$ cat src/hw/rtl/vdw_pkg.sv
`timescale 1ns / 1ps
package vdw_pkg;

  // Bitmap side limit default
  localparam int MAX_SIDE_DEFAULT = 128;

  // Item commands
  localparam logic CMD_WRITE = 1'b0;
  localparam logic CMD_QUERY = 1'b1;

  // Register map, one 32-bit word each
  typedef enum logic [2:0] {
    REG_IMAGE_WIDTH,
    REG_IMAGE_HEIGHT,
    REG_NOISE_FREQUENCY,
    REG_WARP_STRENGTH,
    REG_OFFSET_A_X,
    REG_OFFSET_A_Y,
    REG_OFFSET_B_X,
    REG_OFFSET_B_Y
  } cfg_reg_t;

  localparam logic [7:0]  RST_IMAGE_WIDTH     = 8'd64;
  localparam logic [7:0]  RST_IMAGE_HEIGHT    = 8'd64;
  localparam logic [15:0] RST_NOISE_FREQUENCY = 16'd2621;
  localparam logic [11:0] RST_WARP_STRENGTH   = 12'd1024;

  // Cell hash multipliers
  localparam logic [31:0] HASH_KX = 32'd374761393;
  localparam logic [31:0] HASH_KY = 32'd668265263;
  localparam logic [31:0] HASH_KM = 32'd1274126177;

  // Datapath widths
  localparam int SX_W  = 23;               // x * freq, unsigned
  localparam int P_W   = 25;               // noise coordinate, signed Q8.16
  localparam int G_W   = P_W - 16;         // cell index, signed
  localparam int EXT_W = P_W + 2;          // offset sum before narrowing
  localparam int EX_W  = 19;               // feature offset, signed Q.16
  localparam int D_W   = 37;               // squared distance, Q.32
  localparam int R_W   = (D_W + 1) / 2;    // distance, Q.16
  localparam int WS_W  = 12;               // warp strength Q4.8
  localparam int DISP_SHIFT = 24;
  localparam int WORLEY_LAT = 6;

  // One input item
  typedef struct packed {
    logic       cmd;
    logic [6:0] px;
    logic [6:0] py;
    logic [7:0] pval;
  } item_t;

endpackage

$ cat src/hw/rtl/vdw_isqrt.sv
`timescale 1ns / 1ps
// Floor square root, one result bit per register stage (R_W stages).
module vdw_isqrt (
  input  logic                       clk,
  input  logic                       en,
  input  logic [vdw_pkg::D_W-1:0]    radicand,
  output logic [vdw_pkg::R_W-1:0]    root
);
  import vdw_pkg::*;

  logic [2*R_W-1:0] v_in [R_W];
  logic [R_W+1:0]   r_in [R_W];
  logic [R_W-1:0]   q_in [R_W];
  logic [2*R_W-1:0] v_q  [R_W];
  logic [R_W+1:0]   r_q  [R_W];
  logic [R_W-1:0]   q_q  [R_W];

  // Stage inputs: radicand for the first, previous stage for the rest
  always_comb begin
    v_in[0] = (2*R_W)'(radicand);
    r_in[0] = '0;
    q_in[0] = '0;
    for (int i = 1; i < R_W; i++) begin
      v_in[i] = v_q[i-1];
      r_in[i] = r_q[i-1];
      q_in[i] = q_q[i-1];
    end
  end

  for (genvar I = 0; I < R_W; I++) begin : g_step
    logic [R_W+1:0] acc, trial;

    // Bring down two bits, try root*4+1
    always_comb begin
      acc   = {r_in[I][R_W-1:0], v_in[I][2*R_W-1 -: 2]};
      trial = {q_in[I], 2'b01};
    end

    always_ff @(posedge clk) begin
      if (en) begin
        v_q[I] <= v_in[I] << 2;
        if (acc >= trial) begin
          r_q[I] <= acc - trial;
          q_q[I] <= {q_in[I][R_W-2:0], 1'b1};
        end else begin
          r_q[I] <= acc;
          q_q[I] <= {q_in[I][R_W-2:0], 1'b0};
        end
      end
    end
  end

  assign root = q_q[R_W-1];

endmodule

$ cat config.mk
export PLATFORM = sky130hd
export DESIGN_NAME = vdw_isqrt
export DESIGN_NICKNAME = d
export VERILOG_FILES = /design/src/hw/rtl/vdw_pkg.sv /design/src/hw/rtl/vdw_isqrt.sv
export SDC_FILE = /design/constraint.sdc
export NUM_CORES = 1
export LEC_CHECK = 0
export ABC_CLOCK_PERIOD_IN_PS = 3000
export BUFFER_PORTS_ARGS = -buffer_cell sky130_fd_sc_hd__buf_2
export CORE_ASPECT_RATIO = 1.2
export CORE_UTILIZATION = 57
export CTS_BUF_LIST = sky130_fd_sc_hd__clkbuf_16
export CTS_CLUSTER_SIZE = 25
export DETAILED_ROUTE_END_ITERATION = 16
export GPL_TIMING_DRIVEN = 0
export HOLD_SLACK_MARGIN = 0.05
export PLACE_DENSITY = 0.75
export SLEW_MARGIN = 30
export SYNTH_ARGS = -nofsm -noshare
export SYNTH_HDL_FRONTEND = slang
export SYNTH_SLANG_ARGS = --single-unit
export TNS_END_PERCENT = 30
$ cat constraint.sdc
create_clock -name clk -period 3 [get_ports clk]
set_input_delay 0.6 -clock clk [delete_from_list [all_inputs] [get_ports clk]]
set_output_delay 0.6 -clock clk [all_outputs]
set_load 0.05 [all_outputs]
Word level (Yosys, flattened, before mapping):

Memories as Yosys holds them, arrays and structs flattened.
Cells that the tools add are included.

* memories: 3
* memory bits (writable): 1444
* register bits: 0

* add/sub/neg operators: 19
* bitwise operators: 38
* $lt $le $gt $ge: 19
* mux-type cells: 154

Memory list
* v_q: depth 19, width 36, rd ports 18, clocked after memory_dff 0, write ports 19, RTL line vdw_isqrt.sv:14 `logic [2*R_W-1:0] v_q [R_W];`
* r_q: depth 19, width 21, rd ports 18, clocked after memory_dff 0, write ports 19, RTL line vdw_isqrt.sv:15 `logic [R_W+1:0] r_q [R_W];`
* q_q: depth 19, width 19, rd ports 19, clocked after memory_dff 0, write ports 19, RTL line vdw_isqrt.sv:16 `logic [R_W-1:0] q_q [R_W];`

Operators with widths (count)
* two-way mux 21 bit: 19
* greater-or-equal comparator 21 bit: 18
* subtractor 21 bit: 18
* two-way mux 19 bit: 19
* two-way mux 1 bit: 116
* bitwise OR 1 bit: 38
* subtractor 1 x 1 -> 2 bit, second input constant: 1
* greater-or-equal comparator 1 bit, second input constant: 1

Logic depth before layout (Yosys ltp):

An unclocked memory read counts as a cell.

* word-level depth: 6
* depth in mapped cells: 12

Worst setup path after synthesis:

OpenSTA, ideal clock, no wires.

* path type: input -> register
* start: input port en
* end: memory q_q[16][10] (netlist name), enable pin
* required time: 2.596 ns
* stages on the path: 4
* arrival: 2.392 ns
* path slack: 0.204 ns
* cell sequence: clkbuf_1 -> clkbuf_1 -> clkbuf_1 -> clkbuf_1

RTL lines
* from (decl): RTL line vdw_isqrt.sv:5 `input logic en,`
* to (decl): RTL line vdw_isqrt.sv:16

==> flow_summary.json <==
{
  "cap_violations": 0,
  "layout.cells.most_common": "edfxtp_1",
  "setup-tns-final_ns": 0,
  "switching_power_w": 0.008652,
  "max_clock_freq_ghz": 0.3378,
  "grt_start_max_net_pins": 65,
  "placement_rows": 105,
  "yosys.area.top_type": "edfxtp_1",
  "drc": 0,
  "setup_viol_count_final": 0,
  "cts_root_buf": "clkbuf_16",
  "yosysWarnings": 0,
  "routed_via_density": 5.769,
  "power.ir.vdd_worst_v": 0.0006131,
  "buffer_ports.inserted": 57,
  "area_of_the_core_um2": 68450,
  "yosys_register_bits": 847,
  "multi_input_gate_area_um2": 13090,
  "most_used_flip_flop_cell_after_synthesis": "edfxtp_1",
  "ctsHoldBuffers": 0,
  "most_used_cells_in_the_layout_excluding_fill_and_tap_cells": "846 x edfxtp_1, 263 x inv_1, 215 x nor2_1",
  "clk_transition_reported_paths_ns": 0.07,
  "total_area_of_sequential_cells_um2": 25420,
  "wire_length_of_the_first_global_routing_pass_um": 128700,
  "finalMaxSlewViolations": 0,
  "final_area_um2": 44560,
  "critical_path.max_stage_delay_ns": 0.43,
  "timing.critical_path.required_ns": 3.39,
  "worst_ep_arrival_time_ns": 3.35,
  "die_x_um": 242.4,
  "timing_worst_slew_pin_value_ns": 0.7892,
  "vias": 24150,
  "initial_utilization_pct": 57.75,
  "tritoncts.num_buffers": 86,
  "async_flop_share_pct": 0,
  "drt_first_pass_iters": 6,
  "clockPowerShare_pct": 33.9,
  "ys_types": 82,
  "synth_area_leaders": "edfxtp_1 64%, ha_1 6.6%, xor2_1 2.9%",
  "rsz_0062_raised_after_global_routing": "true",
  "clock_sink_count": 847,
  "ant_nets_after_route": 0,
  "syn_avg_cell_area_um2": 12.94,
  "fill_cells": 4946,
  "clock_tree.htree_level_count": 3,
  "place.detailed.hpwl_um": 58720,
  "wire_per_inst_um": 19.51,
  "report.final.hold_viol_count": 0,
  "setup.worst_path.class": "reg -> reg",
  "netlist_instances": 3054,
  "critical_path.cell_chain": "inv_1 -> ha_1 -> a21oi_2 -> o22ai_1 -> a311oi_1 -> o2111ai_4 -> nor3b_4 -> and4bb_2 -> xor2_1",
  "globalplace.congestion": 0.9034,
  "flow.area_growth_from_synthesis_pct": 12.72,
  "first_global_vias": 24480,
  "gr_usage_total_pct": 23.32,
  "cts-root-to-sink-buffers": 3,
  "total_leakage_power_nw": 17.18,
  "syn-num-nets": 3302,
  "layout.nets": 3458,
  "critical-path-slowest-cell": "edfxtp_1",
  "seqPwrFrac_pct": 48.8,
  "die-height_um": 290.5,
  "share_comb_of_total_power_pct": 17.3,
  "synth.cell_area_um2": 39530,
  "p_int_w": 0.02321,
  "power_density_nw_per_um2": 715.1,
  "yosys.area.top_type_share_pct": 64.27,
  "kind_of_capture_point_of_the_worst_setup_path": "flop",
  "fin_cells": 4186,
  "finalClockSkew_ns": 0.03595,
  "cts_tree": "built",
  "layout-drive-gt1-share_pct": 10.80,
  "detailedRoute.firstIterationViolations": 1482,
  "globalRoute.totalOverflow": 0,
  "final.min_clock_period_ns": 2.961,
  "tightest_slew_margin_relative_to_the_limit_pct": 46.90,
  "number_of_antenna_violations_at_the_first_check_in_global_routing": 1,
  "postRouteWirelength_um": 81670,
  "cp_max_fo": 7,
  "yosysSeqAreaShare_pct": 64.32,
  "post-route-period-util_pct": 98.69,
  "holdCritPathClass": "in -> reg",
  "worst_hold_slack_ns": 0.1071,
  "post-place-cells": 4033,
  "worstSkewPairLatency_ns": 0.66,
  "power.share.switching_pct": 27.15,
  "startpoint_type": "flop",
  "antenna-diode-count": 0,
  "num_io_pins": 58,
  "synth_edf_count": 846,
  "placed_area_um2": 41300,
  "status": "complete, no violations",
  "die_area_um2": 70410
}
-- power by group through the flow --
| stage | Combinational [W] | Clock (W) | Sequential [W] |
|---|---|---|---|
| after floorplan | 0.00397 | 0 | 0.0155 |
| after global placement | 0.00514 | 0 | 0.0158 |
| after detailed placement | 0.00534 | 0 | 0.0158 |
| after CTS | 0.00543 | 0.0110 | 0.0156 |
| after global routing | 0.00613 | 0.0115 | 0.0157 |
| final | 0.00551 | 0.0108 | 0.0156 |
-- synth_stat cells (all sizes together) (5+ instances only) --
cell / instances
a211oi: 18
nor4b: 11
o31ai: 15
edfxtp: 846
nor3b: 9
o41ai: 5
xor2: 131
xnor2: 109
nand3: 54
nand2: 184
mux2i: 6
or2: 17
nor3: 82
and2: 20
o22ai: 6
clkbuf: 65
ha: 209
buf: 10
a21o: 54
nand4: 29
o211ai: 16
nor4: 42
nand2b: 33
or3: 31
o21a: 46
mux2: 35
nor2b: 25
nand3b: 8
nor2: 216
a211o: 8
a21oi: 173
o21ai: 160
a2111oi: 8
o21bai: 13
and3: 10
a31oi: 19
inv: 252
or4: 15
-- metrics by stage --
step | setup slack (ns) | utilization (%) | total power, W
final | 0.03943 | 65.10 | 0.03186
after global placement | -7.349 | 59.83 | 0.02095
after detailed placement | -1.728 | 60.34 | 0.02113
after global routing | -0.09481 | 65.10 | 0.03328
after floorplan | 0.2040 | - | 0.01945
after CTS | 0.004903 | 64.81 | 0.03203
-- worst max-delay path, delay by kind of cell, from the launching register on --
| family | cells | cell delay [ns] |
|---|---|---|
| AOI/OAI and AO/OA | 4 | 1.16 |
| xor gates and xnor gates | 1 | 0.15 |
| buffers and inverters | 1 | 0.07 |
| and+or+nand+nor | 2 | 0.52 |
| DFF | 1 | 0.43 |
| adders and majority gates | 1 | 0.36 |
-- sequential cells by signal, summed over array words and instances (netlist names) --
signal  cells
v_q       342
r_q       315
q_q       190
-- cells by family (layout without fill, tap and decap cells) --
logic type	count (synthesis)	count (layout)	synth area share, %
DFF	847	847	64.32
and+or+nand+nor	800	800	10.13
AOI/OAI and AO/OA	590	590	9.337
buffers and inverters	327	550	3.133
xor gates and xnor gates	240	240	5.317
adders and majority gates	209	209	6.615
muxes	41	41	1.149
-- repair_timing --
action / 4_1_cts / 5_1_grt
gates cloned: 2 / 1
setup endpoints to repair: 582 / 124
setup buffers: 1 / 2
resized for setup: 38 / 49
pin swaps: 3 / 2
-- per-layer routing --
metal	vias to the layer above	track usage, %	share of wire [%]
li1	11590	-	-
met1	11750	26.21	38
met2	606	43.71	54
met3	200	2.798	3.7
met4	2	10.87	4.4
met5	-	0	0.016
-- final cells by class --
type / instances / area share [%]
Multi-Input combinational cell: 1880 / 29.37
Buffer: 67 / 0.7750
Tap cell: 909 / 2.552
Clock inverter: 69 / 1.657
Timing Repair Buffer: 76 / 1.634
Sequential cell: 847 / 57.06
Inverter: 252 / 2.123
Clock buffer: 86 / 4.830
-- path summary, 6_finish.rpt --
check                        from                   end  slack [ns]  cells after the start
max reg2reg   q_q[8][6]$_DFFE_PP_  r_q[9][15]$_DFFE_PP_        0.04                      9
min                  radicand[11]  v_q[0][11]$_DFFE_PP_        0.11                      1
max           q_q[8][6]$_DFFE_PP_  r_q[9][15]$_DFFE_PP_        0.04                      9
min reg2reg  v_q[7][19]$_DFFE_PP_  v_q[8][21]$_DFFE_PP_        0.41                      0
Note: power is estimated with default switching activity, not from simulation.
